File: config.mk
export PLATFORM = sky130hd
export DESIGN_NAME = drive_command_ramp_framer
export DESIGN_NICKNAME = d
export VERILOG_FILES = /design/src/rtl/dcrf_pkg.sv /design/src/rtl/dcrf_ramp.sv /design/src/rtl/drive_command_ramp_framer.sv
export SDC_FILE = /design/constraint.sdc
export NUM_CORES = 1
export LEC_CHECK = 0
export BUFFER_PORTS_ARGS = -buffer_cell sky130_fd_sc_hd__buf_2
export CAP_MARGIN = 20
export CORE_MARGIN = 2
export CORE_UTILIZATION = 40
export DETAILED_ROUTE_END_ITERATION = 6
export SLEW_MARGIN = 15
export SYNTH_ARGS = -nofsm -noshare
export SYNTH_HDL_FRONTEND = slang
export SYNTH_SLANG_ARGS = --single-unit
File: constraint.sdc
create_clock -name clk -period 11.11 [get_ports clk]
set_input_delay 1.111 -clock clk [delete_from_list [all_inputs] [get_ports clk]]
set_output_delay 1.111 -clock clk [all_outputs]
set_load 0.01 [all_outputs]
File: src/rtl/dcrf_pkg.sv
// Shared constants for the drive command ramp framer.
`default_nettype none

package dcrf_pkg;

    // Input item kinds carried in the slave-side tuser.
    localparam logic [1:0] MODE_TICK      = 2'd0;
    localparam logic [1:0] MODE_SET_SPEED = 2'd1;
    localparam logic [1:0] MODE_SET_STEER = 2'd2;
    localparam logic [1:0] MODE_SET_BOTH  = 2'd3;

    // Configuration register indexes.
    localparam logic [1:0] REG_SPEED_RISE = 2'd0;
    localparam logic [1:0] REG_SPEED_FALL = 2'd1;
    localparam logic [1:0] REG_STEER_RISE = 2'd2;
    localparam logic [1:0] REG_STEER_FALL = 2'd3;

    // Direction codes of the drive frame.
    localparam logic [7:0] DIR_FORWARD = 8'h82;
    localparam logic [7:0] DIR_REVERSE = 8'h02;
    localparam logic [7:0] DIR_STOP    = 8'h00;

    // Command limits and widths of the whole-unit targets.
    localparam int SPEED_LIMIT       = 16000;
    localparam int STEER_LEFT_LIMIT  = 25;
    localparam int STEER_RIGHT_LIMIT = -24;
    localparam int STEER_CENTER      = 90;
    localparam int SPEED_TGT_W       = 15;
    localparam int STEER_TGT_W       = 6;

    // Field widths.
    localparam int SPEED_STEP_W = 16;
    localparam int STEER_STEP_W = 13;
    localparam int SPEED_CMD_W  = 16;
    localparam int STEER_CMD_W  = 8;
    localparam int MAG_W        = 14;
    localparam int STEER_BYTE_W = 7;

    // Reset values of the step registers.
    localparam logic [SPEED_STEP_W-1:0] SPEED_STEP_RESET = 16'd51;
    localparam logic [STEER_STEP_W-1:0] STEER_STEP_RESET = 13'd5;

endpackage

`default_nettype wire

File: src/rtl/dcrf_ramp.sv
// Slew step of one fixed-point value toward its target, without overshoot.
`default_nettype none

module dcrf_ramp
#(
    parameter int VAL_W  = 23,
    parameter int STEP_W = 16
)
(
    input  logic signed [VAL_W-1:0]  now,
    input  logic signed [VAL_W-1:0]  target,
    input  logic        [STEP_W-1:0] rise,
    input  logic        [STEP_W-1:0] fall,
    output logic signed [VAL_W-1:0]  next_val
);

    // Wide enough that a step past either end never wraps.
    localparam int AW = ((VAL_W > STEP_W) ? VAL_W : STEP_W) + 2;

    logic signed [AW-1:0] now_ext;
    logic signed [AW-1:0] tgt_ext;
    logic signed [AW-1:0] up;
    logic signed [AW-1:0] down;

    assign now_ext = AW'(now);
    assign tgt_ext = AW'(target);
    assign up      = now_ext + signed'({{(AW-STEP_W){1'b0}}, rise});
    assign down    = now_ext - signed'({{(AW-STEP_W){1'b0}}, fall});

    always_comb
    begin
        next_val = now;
        if (now > target)
        begin
            next_val = (down < tgt_ext) ? target : down[VAL_W-1:0];
        end
        else if (now < target)
        begin
            next_val = (up > tgt_ext) ? target : up[VAL_W-1:0];
        end
    end

endmodule

`default_nettype wire

File: src/rtl/drive_command_ramp_framer.sv
// Top level of the drive command ramp framer.
`default_nettype none

// Drive command ramp framer. Requests on the slave stream either set the speed
// target (saturated to plus or minus 16000 rpm), the steering target
// (saturated to -24..25 degrees), or both, or are ticks. On each tick the
// current speed and steering angle, kept in signed fixed point with
// FRACTION_BITS fraction bits, move toward their targets by the configured
// rise or fall step and land exactly on the target rather than pass it. Every
// tick produces one drive frame on the master stream; command requests
// produce nothing. The block takes one request per clock cycle: a request
// sits in an input register while the ramp adders and the frame logic work
// on it, and a tick's frame is then loaded into the output register, where
// it waits until the master side takes it. Throughput drops below one
// request per cycle only while the master side withholds tready.
// The step registers may be written only while no request is in flight.
module drive_command_ramp_framer
#(
    parameter int FRACTION_BITS = 8
)
(
    input  logic        clk,
    input  logic        rst_n,

    input  logic        s_axis_tvalid,
    output logic        s_axis_tready,
    // [15:0] speed_command, [23:16] steer_command
    input  logic [23:0] s_axis_tdata,
    // [1:0] mode
    input  logic [1:0]  s_axis_tuser,

    output logic        m_axis_tvalid,
    input  logic        m_axis_tready,
    // [7:0] drive_byte, [21:8] speed_magnitude, [28:22] steer_byte,
    // [31:29] zero
    output logic [31:0] m_axis_tdata,

    input  logic        cfg_write,
    input  logic [1:0]  cfg_index,
    input  logic [15:0] cfg_data
);

    import dcrf_pkg::*;

    localparam int SPEED_W = SPEED_TGT_W + FRACTION_BITS;
    localparam int STEER_W = STEER_TGT_W + FRACTION_BITS;

    localparam logic signed [SPEED_CMD_W-1:0] SPD_HI = SPEED_CMD_W'(SPEED_LIMIT);
    localparam logic signed [SPEED_CMD_W-1:0] SPD_LO = SPEED_CMD_W'(-SPEED_LIMIT);
    localparam logic signed [STEER_CMD_W-1:0] STR_HI = STEER_CMD_W'(STEER_LEFT_LIMIT);
    localparam logic signed [STEER_CMD_W-1:0] STR_LO = STEER_CMD_W'(STEER_RIGHT_LIMIT);

    // Step registers.
    logic [SPEED_STEP_W-1:0] speed_rise_reg;
    logic [SPEED_STEP_W-1:0] speed_fall_reg;
    logic [STEER_STEP_W-1:0] steer_rise_reg;
    logic [STEER_STEP_W-1:0] steer_fall_reg;

    // Ramp state.
    logic signed [SPEED_W-1:0]     speed_now_reg;
    logic signed [SPEED_W-1:0]     speed_now_next;
    logic signed [SPEED_TGT_W-1:0] speed_target_reg;
    logic signed [STEER_W-1:0]     steer_now_reg;
    logic signed [STEER_W-1:0]     steer_now_next;
    logic signed [STEER_TGT_W-1:0] steer_target_reg;

    // Input register.
    logic                          in_valid_reg;
    logic [1:0]                    in_mode_reg;
    logic signed [SPEED_CMD_W-1:0] in_speed_reg;
    logic signed [STEER_CMD_W-1:0] in_steer_reg;

    // Output register.
    logic                     out_valid_reg;
    logic [7:0]               out_drive_reg;
    logic [MAG_W-1:0]         out_mag_reg;
    logic [STEER_BYTE_W-1:0]  out_steer_reg;

    logic in_is_tick;
    logic out_free;
    logic in_retire;
    logic take_in;

    logic signed [SPEED_W-1:0]     speed_tgt_fx;
    logic signed [STEER_W-1:0]     steer_tgt_fx;
    logic signed [SPEED_CMD_W-1:0] speed_clamped;
    logic signed [STEER_CMD_W-1:0] steer_clamped;

    logic [SPEED_W-1:0]      speed_abs;
    logic [STEER_W-1:0]      steer_abs;
    logic [STEER_TGT_W-1:0]  steer_whole;
    logic [7:0]              drive_next;
    logic [MAG_W-1:0]        mag_next;
    logic [STEER_BYTE_W-1:0] steer_byte_next;

    // The request in the input register leaves when it is a command, or when
    // the output register is empty or being emptied this cycle.
    assign in_is_tick    = (in_mode_reg == MODE_TICK);
    assign out_free      = !out_valid_reg || m_axis_tready;
    assign in_retire     = in_valid_reg && (!in_is_tick || out_free);
    assign s_axis_tready = !in_valid_reg || in_retire;
    assign take_in       = s_axis_tvalid && s_axis_tready;

    always_ff @(posedge clk or negedge rst_n)
    begin
        if (!rst_n)
        begin
            in_valid_reg <= 1'b0;
        end
        else
        begin
            in_valid_reg <= take_in || (in_valid_reg && !in_retire);
        end
    end

    always_ff @(posedge clk)
    begin
        if (take_in)
        begin
            in_mode_reg  <= s_axis_tuser;
            in_speed_reg <= signed'(s_axis_tdata[15:0]);
            in_steer_reg <= signed'(s_axis_tdata[23:16]);
        end
    end

    always_ff @(posedge clk or negedge rst_n)
    begin
        if (!rst_n)
        begin
            speed_rise_reg <= SPEED_STEP_RESET;
            speed_fall_reg <= SPEED_STEP_RESET;
            steer_rise_reg <= STEER_STEP_RESET;
            steer_fall_reg <= STEER_STEP_RESET;
        end
        else if (cfg_write)
        begin
            case (cfg_index)
                REG_SPEED_RISE: speed_rise_reg <= cfg_data;
                REG_SPEED_FALL: speed_fall_reg <= cfg_data;
                REG_STEER_RISE: steer_rise_reg <= cfg_data[STEER_STEP_W-1:0];
                REG_STEER_FALL: steer_fall_reg <= cfg_data[STEER_STEP_W-1:0];
                default: ;
            endcase
        end
    end

    // Saturate incoming targets to the allowed ranges.
    always_comb
    begin
        speed_clamped = in_speed_reg;
        if (in_speed_reg > SPD_HI)
        begin
            speed_clamped = SPD_HI;
        end
        else if (in_speed_reg < SPD_LO)
        begin
            speed_clamped = SPD_LO;
        end

        steer_clamped = in_steer_reg;
        if (in_steer_reg > STR_HI)
        begin
            steer_clamped = STR_HI;
        end
        else if (in_steer_reg < STR_LO)
        begin
            steer_clamped = STR_LO;
        end
    end

    // Targets scaled into the fixed-point format of the ramped values.
    assign speed_tgt_fx = signed'({speed_target_reg, {FRACTION_BITS{1'b0}}});
    assign steer_tgt_fx = signed'({steer_target_reg, {FRACTION_BITS{1'b0}}});

    dcrf_ramp
    #(
        .VAL_W  (SPEED_W),
        .STEP_W (SPEED_STEP_W)
    )
    u_speed_ramp
    (
        .now      (speed_now_reg),
        .target   (speed_tgt_fx),
        .rise     (speed_rise_reg),
        .fall     (speed_fall_reg),
        .next_val (speed_now_next)
    );

    dcrf_ramp
    #(
        .VAL_W  (STEER_W),
        .STEP_W (STEER_STEP_W)
    )
    u_steer_ramp
    (
        .now      (steer_now_reg),
        .target   (steer_tgt_fx),
        .rise     (steer_rise_reg),
        .fall     (steer_fall_reg),
        .next_val (steer_now_next)
    );

    // Frame fields from the freshly ramped values. Both magnitudes are
    // truncated toward zero, and the direction byte follows the sign of the
    // full fixed-point speed, so a speed under one rpm still shows a direction.
    always_comb
    begin
        speed_abs   = speed_now_next[SPEED_W-1] ? SPEED_W'(-speed_now_next)
                                                : SPEED_W'(speed_now_next);
        steer_abs   = steer_now_next[STEER_W-1] ? STEER_W'(-steer_now_next)
                                                : STEER_W'(steer_now_next);
        mag_next    = speed_abs[FRACTION_BITS +: MAG_W];
        steer_whole = steer_abs[STEER_W-1:FRACTION_BITS];

        if (steer_now_next[STEER_W-1])
        begin
            steer_byte_next = STEER_BYTE_W'(STEER_CENTER) - STEER_BYTE_W'(steer_whole);
        end
        else
        begin
            steer_byte_next = STEER_BYTE_W'(STEER_CENTER) + STEER_BYTE_W'(steer_whole);
        end

        if (speed_now_next[SPEED_W-1])
        begin
            drive_next = DIR_REVERSE;
        end
        else if (speed_now_next != '0)
        begin
            drive_next = DIR_FORWARD;
        end
        else
        begin
            drive_next = DIR_STOP;
        end
    end

    always_ff @(posedge clk or negedge rst_n)
    begin
        if (!rst_n)
        begin
            speed_now_reg    <= '0;
            steer_now_reg    <= '0;
            speed_target_reg <= '0;
            steer_target_reg <= '0;
        end
        else if (in_retire)
        begin
            if (in_is_tick)
            begin
                speed_now_reg <= speed_now_next;
                steer_now_reg <= steer_now_next;
            end
            if (in_mode_reg == MODE_SET_SPEED || in_mode_reg == MODE_SET_BOTH)
            begin
                speed_target_reg <= speed_clamped[SPEED_TGT_W-1:0];
            end
            if (in_mode_reg == MODE_SET_STEER || in_mode_reg == MODE_SET_BOTH)
            begin
                steer_target_reg <= steer_clamped[STEER_TGT_W-1:0];
            end
        end
    end

    always_ff @(posedge clk or negedge rst_n)
    begin
        if (!rst_n)
        begin
            out_valid_reg <= 1'b0;
        end
        else if (in_retire && in_is_tick)
        begin
            out_valid_reg <= 1'b1;
        end
        else if (m_axis_tready)
        begin
            out_valid_reg <= 1'b0;
        end
    end

    always_ff @(posedge clk)
    begin
        if (in_retire && in_is_tick)
        begin
            out_drive_reg <= drive_next;
            out_mag_reg   <= mag_next;
            out_steer_reg <= steer_byte_next;
        end
    end

    assign m_axis_tvalid = out_valid_reg;
    assign m_axis_tdata  = {3'b000, out_steer_reg, out_mag_reg, out_drive_reg};

`ifndef SYNTHESIS
    localparam logic signed [SPEED_W-1:0] SPD_FX_HI =
        signed'({SPEED_TGT_W'(SPEED_LIMIT), {FRACTION_BITS{1'b0}}});
    localparam logic signed [SPEED_W-1:0] SPD_FX_LO =
        signed'({SPEED_TGT_W'(-SPEED_LIMIT), {FRACTION_BITS{1'b0}}});
    localparam logic signed [STEER_W-1:0] STR_FX_HI =
        signed'({STEER_TGT_W'(STEER_LEFT_LIMIT), {FRACTION_BITS{1'b0}}});
    localparam logic signed [STEER_W-1:0] STR_FX_LO =
        signed'({STEER_TGT_W'(STEER_RIGHT_LIMIT), {FRACTION_BITS{1'b0}}});

    // Ramping never carries the speed beyond the saturated target range.
    a_speed_range : assert property (@(posedge clk) disable iff (!rst_n)
        speed_now_reg <= SPD_FX_HI && speed_now_reg >= SPD_FX_LO)
        else $error("ramped speed outside the command range");

    // Ramping never carries the steering angle beyond its limits.
    a_steer_range : assert property (@(posedge clk) disable iff (!rst_n)
        steer_now_reg <= STR_FX_HI && steer_now_reg >= STR_FX_LO)
        else $error("ramped steering angle outside its limits");

    // A stopped frame carries no speed.
    a_stop_zero : assert property (@(posedge clk) disable iff (!rst_n)
        m_axis_tvalid && m_axis_tdata[7:0] == DIR_STOP |-> m_axis_tdata[21:8] == '0)
        else $error("stop frame with non-zero speed");

    // A command request retiring never creates a frame.
    a_cmd_no_frame : assert property (@(posedge clk) disable iff (!rst_n)
        in_retire && !in_is_tick && !out_valid_reg |=> !out_valid_reg)
        else $error("frame produced by a command request");

    // The ramped values only change when a tick retires.
    a_state_on_tick : assert property (@(posedge clk) disable iff (!rst_n)
        !(in_retire && in_is_tick) |=> $stable(speed_now_reg) && $stable(steer_now_reg))
        else $error("ramp state changed without a tick");
`endif

endmodule

`default_nettype wire

* After elaboration in Yosys (flattened, before gate mapping)
Index checks and enable logic that the tools add are counted.
Storage, ports and cells: register bits after elaboration 173, input port bits 49, output and inout bits 34, word-level logic and storage cells 85
Operators by class: $add $sub $neg 8, magnitude comparators 12, eq/ne operators 6, multiplexer cells 18, reduce and logical (&&, ||, !) cells 25
Operators with widths (number):
- 2-to-1 mux 23 bit | 4
- 2-to-1 mux 14 bit | 5
- 2-to-1 mux 15 bit | 2
- adder 23 x 17 -> 24 bit | 1
- greater-than comparator 24 x 23 -> 1 bit | 1
- less-than comparator 24 x 23 -> 1 bit | 1
- subtractor 23 x 17 -> 24 bit | 1
- greater-than comparator 23 bit | 1
- less-than comparator 23 bit | 1
- nonzero test 23 bit | 1
- 2-to-1 mux 22 bit | 1
- negator 22 bit | 1
- greater-than comparator 16 x 15 -> 1 bit (second input constant) | 1
- less-than comparator 16 x 15 -> 1 bit (second input constant) | 1
- adder 14 x 14 -> 15 bit | 1
- greater-than comparator 15 x 14 -> 1 bit | 1
- less-than comparator 15 x 14 -> 1 bit | 1
- subtractor 14 x 14 -> 15 bit | 1
- greater-than comparator 14 bit | 1
- less-than comparator 14 bit | 1
- negator 14 bit | 1
- AND reduction 2 bit | 7
- 2-to-1 mux 6 bit | 2
- equality test 2 bit (second input constant) | 4
- other kinds (13) | 27

* Logic depth before layout (Yosys ltp)
Gate-level depths: netlist of run 1.
depth after elaboration 9, mapped depth 30, depth with buffers taken out 28

* Cells and area by module
From an unflattened synthesis of run 1, not the netlist that was laid out.
Unflattened totals: cells, all modules 1543, area, all modules 14163.6 um2
Modules (own cells, without submodules):
- drive_command_ramp_framer | times used 1, cells an instance 528, area each 6722.7 um2, sequential area each 4439.3 um2
- dcrf_ramp at u_speed_ramp | times used 1, cells an instance 617, area each 4511.8 um2, sequential area each 0.0 um2
- dcrf_ramp at u_steer_ramp | times used 1, cells an instance 398, area each 2929.1 um2, sequential area each 0.0 um2

* Least setup slack after synthesis of run 1
Ideal clock, no wire load.
path kind register -> register, start point reg speed_now_reg[8], end point reg out_mag_reg[8] (data pin), setup time 0.269 ns, arrival time 5.727 ns, data required time 10.841 ns, path slack 5.115 ns, cell stages (with the launch flop) 27, buffers on the path 5, clock period less this slack 5.995 ns, cell sequence dfrtp_1 > ha_1 > clkbuf_1 > a2111oi_2 > o211ai_1 > o2bb2ai_2 > o21ai_0 > a31oi_1 > o21bai_1 > a2111oi_1 > a21o_1 > ha_1 > clkbuf_1 > nand4_1 > a31oi_1 > a2111o_1 > nor2_1 > a41o_1 > buf_1 > buf_2 > nor3_1 > a21oi_1 > o21ai_0 > o21ai_1 > clkbuf_1 > nor2_1 > xnor2_1
On the way: cells in the longest elaborated chain, start to end 7, elaborated cells between the ends (all ways) 12, classes of those cells add/sub: 3; order compare: 4; mux: 5
RTL lines:
- start: declaration | line drive_command_ramp_framer.sv:60 | logic signed [SPEED_W-1:0] speed_now_reg;
- start signal: assignment | line drive_command_ramp_framer.sv:251 | speed_now_reg <= speed_now_next;
- adder 23 x 17 -> 24 bit | line dcrf_ramp.sv:27 | assign up = now_ext + signed'({{(AW-STEP_W){1'b0}}, rise});
- greater-than comparator 24 x 23 -> 1 bit | line dcrf_ramp.sv:39 | next_val = (up > tgt_ext) ? target : up[VAL_W-1:0];
- 2-to-1 mux 23 bit | line dcrf_ramp.sv:39
- 2-to-1 mux 23 bit | line dcrf_ramp.sv:37 | else if (now < target)
- 2-to-1 mux 23 bit * | line dcrf_ramp.sv:33 | if (now > target)
- negator 22 bit | line drive_command_ramp_framer.sv:208 | speed_abs = speed_now_next[SPEED_W-1] ? SPEED_W'(-speed_now_next)
- 2-to-1 mux 22 bit * | line drive_command_ramp_framer.sv:208
- named net speed_abs[16] | line drive_command_ramp_framer.sv:89 | logic [SPEED_W-1:0] speed_abs;
- end signal: assignment | line drive_command_ramp_framer.sv:286 | out_mag_reg <= mag_next;
- end: declaration | line drive_command_ramp_framer.sv:76 | logic [MAG_W-1:0] out_mag_reg;
The timed path passes the listed nets; every way through them passes the cells marked *. A chain may end at the register's enable or synchronous reset.

* Worst setup path in the final report of run 1
start point reg speed_now_reg[8], end point reg out_mag_reg[12] (data pin)
Same word-level chain as after synthesis.

==> results.py, run 1 <==
metrics = {
    "detailed_routing": {
        "wl_per_cell_um": 19.1,
        "drt-initial-drc-count": 949,
        "viasPerCell": 5.69,
        "wl_met3_um": 2120,
        "final_antenna_net_count": 0,
        "wl_um": 36200,
        "wl_met1_um": 18200,
        "vias": 10800,
        "routed.top_layer": "met4",
        "first_pass_iters": 5,
        "drc_errors": 0,
        "wl_met2_um": 15400,
    },
    "synthesis": {
        "synth_top_area_share_pct": 20.4,
        "yosysTopAreaCell": "dfrtp_1",
        "synth-async-reset-ratio_pct": 70.7,
        "synth_seq_cells": 167,
        "synthCells": 1382,
        "synthTopCellsByArea": "dfrtp_1 (20%), ha_1 (12%), edfxtp_1 (11%)",
        "yosysSeqAreaShare_pct": 34.1,
        "yosysWarnings": 0,
        "synth_ff_type": "dfrtp_1",
        "netlist_area_mm2": 0.0130,
        "avgSynthCellArea_um2": 9.42,
        "synth-edff-count": 49,
        "synth_cell_type_count": 97,
    },
    "die": {
        "start_util_pct": 40.3,
        "fp.dieW_um": 184,
        "die_area_mm2": 0.0340,
        "core_mm2": 0.0323,
        "ios": 83,
        "fp-row-count": 66,
        "die_h_um": 184,
    },
    "global_route": {
        "grt_max_degree": 67,
        "grt-ovfl-total": 0,
        "grt_pass1_vias": 10200,
        "gr-usage-all-layers_pct": 21.7,
        "antenna_found_initial": 0,
        "grt_pass1_wl_um": 56900,
    },
    "layout": {
        "regArea_mm2": 0.00444,
        "drive_above_1_share_pct": 15.5,
        "multi_input_area_mm2": 0.00806,
        "fin_nets": 1617,
        "diodes": 0,
        "synthToLayoutAreaGrowth_pct": 10.9,
        "largest_reg_flops": 23,
        "fill_cells": 3155,
    },
    "setup_path": {
        "cp_slowest_stage_delay_ps": 690,
        "worst_path_max_delay_cell": "a2111oi_1",
        "startpoint_type": "register",
        "cp-end-kind": "register",
        "path_cells": "ha_1 -> a2111oi_2 -> o211ai_1 -> o2bb2ai_2 -> o21ai_0 -> a31oi_1 -> o21bai_1 -> a2111oi_1 -> a21o_1 -> ha_1 -> nand4_1 -> a31oi_1 -> a2111o_1 -> nor2_1 -> a41o_1 -> buf_4 -> mux2_1 -> a22oi_1 -> o211a_2 -> nand2_1 -> or4_4 -> o21bai_2 -> xnor2_1",
        "path_class": "reg2reg",
        "critPathRequiredTime_ps": 11290,
        "path_max_fanout": 22,
        "arrival_ps": 7330,
    },
    "clock_tree": {
        "clock-sinks": 167,
        "cts_resized": 0,
        "clockRootBuffer": "clkbuf_16",
        "postCtsHoldBufs": 0,
        "cts_setup_buffers": 0,
        "cts_max_level": 4,
        "cts_made_buffers": 17,
        "cts_tree": "built",
        "path_clk_slew_ps": 70,
        "insertion_delay_ps": 450,
        "cts_buffer_depth": 2,
    },
    "sta": {
        "worst_pin_slew_ps": 975,
        "post-route-period-util_pct": 64.3,
        "max_slew_margin_pct": 34.8,
        "finalSetupViolCount": 0,
        "finClkSkew_ps": 17.7,
        "fin_setup_tns_ps": 0,
        "rsz0062_at_grt": "no",
        "period_minus_slack_ps": 7150,
        "slew_violations": 0,
        "hold_violations": 0,
        "fmax_ghz": 0.140,
    },
    "placed_design": {
        "gp_congestion": 0.929,
        "dp_hpwl_um": 28500,
        "port_buffers": 73,
    },
    "hold_path": {
        "hold_path.class": "reg2reg",
    },
    "outcome": {
        "run_status": "finished, final reports clean",
    },
    "job": {
        "maxCapViolations": 0,
    },
}
==> path summary, 6_finish.rpt <==
kind,from,to,slack (ps),depth (start not counted)
worst min-delay path,in_steer_reg[0],steer_target_reg[0],480,2
worst max-delay path,speed_now_reg[8],out_mag_reg[12],3960,23
worst max register to register,speed_now_reg[8],out_mag_reg[12],3960,23
max in group asynchronous,rst_n,speed_now_reg[6],9050,2
min in group asynchronous,rst_n,speed_now_reg[19],790,1
worst min register to register,in_steer_reg[0],steer_target_reg[0],480,2
==> metal layers <==
metal / vias to the layer above / global-route usage [%]
li1: 5287 / -
met1: 5136 / 32.1
met5: - / 0
met3: 28 / 3.02
met4: 0 / 5.63
met2: 321 / 33.1
==> cell usage after synthesis, types with 7 or more instances <==
master       n
a2111oi_0    7
xor2_1      27
mux2_2      66
a211oi_1    19
nor4_1      10
nand2b_1    16
nand2_1    115
nor3_1      34
ha_1       127
a22oi_1     11
o21a_1      18
xnor2_1     45
o21ai_0     86
o21bai_1     9
clkbuf_1    29
mux2i_1     23
dfstp_2     12
a31oi_1     21
a21o_1      23
nor2b_1     11
and3_1      17
buf_4       10
a21boi_0     7
nor3b_1      8
nand4_1     14
dfrtp_1    106
a21oi_1     61
buf_2        7
a22o_1      11
nor2_1      90
inv_1       79
and2_1       7
o211ai_1    15
nand3_1     33
a211o_1      8
edfxtp_1    49
==> cell usage in the layout, fill, tap and decap left out, types with 34 or more instances in the layout <==
master / instances
nand2_1: 114
buf_2: 72
nor3_1: 34
edfxtp_1: 49
a21oi_1: 61
ha_1: 127
inv_1: 79
dfrtp_1: 106
nor2_1: 90
xnor2_1: 45
mux2_2: 66
o21ai_0: 86
==> cell families (layout without fill, tap and decap cells) <==
group           after synthesis  after routing  synth area share [%]
fa+ha+maj                   132            132                  12.9
simple gates                396            396                  15.1
other cells                   1              9                0.0288
mux                          91             91                  7.67
xor+xnor                     72             72                  4.84
buf+inv                     133            193                  4.30
compound gates              390            390                  21.1
flops                       167            167                  34.1
==> critical path: cells and delay by family (launching register included) <==
family          cells  cell delay, ps
fa+ha+maj           2             740
flops               1             450
compound gates     14            3800
mux                 1             360
buf+inv             1             280
xor+xnor            1              80
simple gates        4            1140
==> area by class of cell <==
type	count	share of cell area, %
Clock buffer	23	3.61
Clock inverter	9	0.918
Inverter	79	2.05
Multi-Input combinational cell	1090	55.8
Sequential cell	167	30.7
Tap cell	442	3.83
Timing Repair Buffer	82	3.02
==> per-stage QoR <==
step / instance area (um^2) / worst slack (ps) / hold slack [ps] / util (%) / instances
finish: 14400 / 3960 / 478 / 44.7 / 1892
global route: 14400 / 3410 / 510 / 44.7 / 1892
CTS: 14400 / 4060 / 486 / 44.7 / 1892
detailed placement: 13800 / 4100 / 471 / 42.7 / 1860
global placement: 13800 / 4180 / 464 / 42.7 / 1860
floorplan: 13100 / 5110 / 439 / - / 1390
Power of run 1 is not shown: default switching activity piles up to over one toggle a cycle in this logic, so the estimate is an artifact.
==> inputs of run 2 (changes only) <==
==> constraint.sdc (replaced) <==
create_clock -name clk -period 7.5 [get_ports clk]
set_input_delay 0.75 -clock clk [delete_from_list [all_inputs] [get_ports clk]]
set_output_delay 0.75 -clock clk [all_outputs]
set_load 0.01 [all_outputs]
==> results.py, run 2 (same netlist as run 1, synthesis figures left out) <==
metrics = {
    "setup_path": {
        "arrival_ps": 6920,
        "path_class": "reg2reg",
        "critPathBufInv": 3,
        "cp_slowest_stage_delay_ps": 530,
        "path_max_fanout": 8,
        "critical_path.top_delay_family": "compound AO/OA/AOI/OAI gates",
        "startpoint_type": "register",
        "worst_path_max_delay_cell": "a211oi_1",
        "r2r_setup_slack_ps": 770,
        "cp-end-kind": "register",
        "critPathRequiredTime_ps": 7690,
    },
    "outcome": {
        "violations": "design-rule violations",
        "run_status": "finished with violations",
    },
    "global_route": {
        "grt_max_degree": 78,
        "grt_pass1_wl_um": 57800,
        "grt_pass1_vias": 10300,
        "gr-usage-all-layers_pct": 22.1,
        "antenna_found_initial": 2,
        "grt-ovfl-total": 0,
    },
    "clock_tree": {
        "cts_buffer_depth": 2,
        "path_clk_slew_ps": 70,
        "cts_max_level": 4,
        "clock-sinks": 167,
        "insertion_delay_ps": 440,
        "postCtsHoldBufs": 0,
        "cts_made_buffers": 17,
        "cts_tree": "built",
        "cts_setup_buffers": 0,
        "clockRootBuffer": "clkbuf_16",
        "cts_resized": 0,
    },
    "sta": {
        "period_minus_slack_ps": 6730,
        "worst_pin_slew_ps": 1180,
        "finClkSkew_ps": 15.8,
        "rsz0062_at_grt": "no",
        "fin_setup_tns_ps": 0,
        "max_slew_margin_pct": 19.5,
        "hold_violations": 0,
        "post-route-period-util_pct": 89.7,
        "fmax_ghz": 0.149,
        "slew_violations": 0,
        "finalSetupViolCount": 0,
    },
    "detailed_routing": {
        "wl_um": 37100,
        "vias": 10900,
        "viasPerCell": 5.74,
        "first_pass_iters": 7,
        "wl_per_cell_um": 19.5,
        "drt-initial-drc-count": 846,
        "drc_errors": 3,
        "final_antenna_net_count": 0,
    },
    "placed_design": {
        "dp_hpwl_um": 29100,
        "port_buffers": 73,
        "gp_congestion": 0.967,
    },
    "job": {
        "maxCapViolations": 0,
    },
    "die": {
        "die_area_mm2": 0.0340,
        "die_h_um": 184,
        "ios": 83,
        "core_mm2": 0.0323,
        "fp-row-count": 66,
        "fp.dieW_um": 184,
        "start_util_pct": 40.3,
    },
    "layout": {
        "fin_nets": 1623,
        "synthToLayoutAreaGrowth_pct": 10.8,
        "final_cell_mix": "ha_1 (127), nand2_1 (114), dfrtp_1 (106)",
        "final_common_cell": "ha_1",
        "drive_above_1_share_pct": 15.9,
        "largest_reg_flops": 23,
    },
    "hold_path": {
        "hold_path.class": "in2async",
    },
}
[run 2: changes by cell type in the layout (fill, tap and decap cells not counted), moves of 2 or more]
cell,delta
clkbuf_1,-2
inv_6,+3
inv_8,+3
clkinv_2,-2
clkbuf_16,-3
clkinvlp_4,+3
clkinv_8,+2
bufinv_16,-3
buf_4,+5
[run 2: per-layer routing]
metal	wire, um	share of wire (%)	vias up	track usage [%]
met5	11	0.030	-	0
met4	550	1.5	2	5.60
met3	2630	7.1	45	4.05
met2	15600	42	351	33.0
met1	18300	49	5199	32.7
li1	-	-	5304	-
[run 2: worst register-to-register path: cells and delay by family (launching register included)]
| family | cells | cell delay (ps) |
|---|---|---|
| multiplexers | 1 | 100 |
| adder cells (fa/ha/maj) | 4 | 1090 |
| AND/OR/NAND/NOR | 8 | 1690 |
| XOR/XNOR | 4 | 820 |
| flip-flops | 1 | 360 |
| buffers and inverters | 3 | 360 |
| AO/OA/AOI/OAI | 8 | 2030 |
[run 2: final timing paths]
| path | from | depth (start not counted) | to |
|---|---|---|---|
| setup reg to reg | steer_now_reg[0] | 28 | out_steer_reg[3] |
| hold reg to reg | steer_target_reg[4] | 2 | steer_target_reg[4] |
| max in group asynchronous | rst_n | 3 | speed_rise_reg[9] |
| hold / removal | rst_n | 1 | speed_now_reg[19] |
| min in group clk | steer_target_reg[4] | 2 | steer_target_reg[4] |
| setup / recovery | steer_now_reg[0] | 28 | out_steer_reg[3] |
[run 2: area by class of cell]
cell class,instances,area [um^2]
clock buffer,18,439
multi-input combinational,1090,8060
inverter,79,297
tap,442,553
sequential,167,4440
fill,3118,17900
antenna,1,2.50
clock inverter,14,136
timing repair buffer,88,500
[run 2: stage by stage]
step	setup slack, ps	area (um^2)	hold slack, ps	std cells	utilization [%]
floorplan	1500	13100	439	1390	-
global placement	1040	13800	453	1865	42.8
detailed placement	837	13800	462	1865	42.8
CTS	825	14400	459	1897	44.6
global route	233	14400	253	1898	44.7
finish	773	14400	240	1899	44.7
Power of run 2 is left out for the same reason.
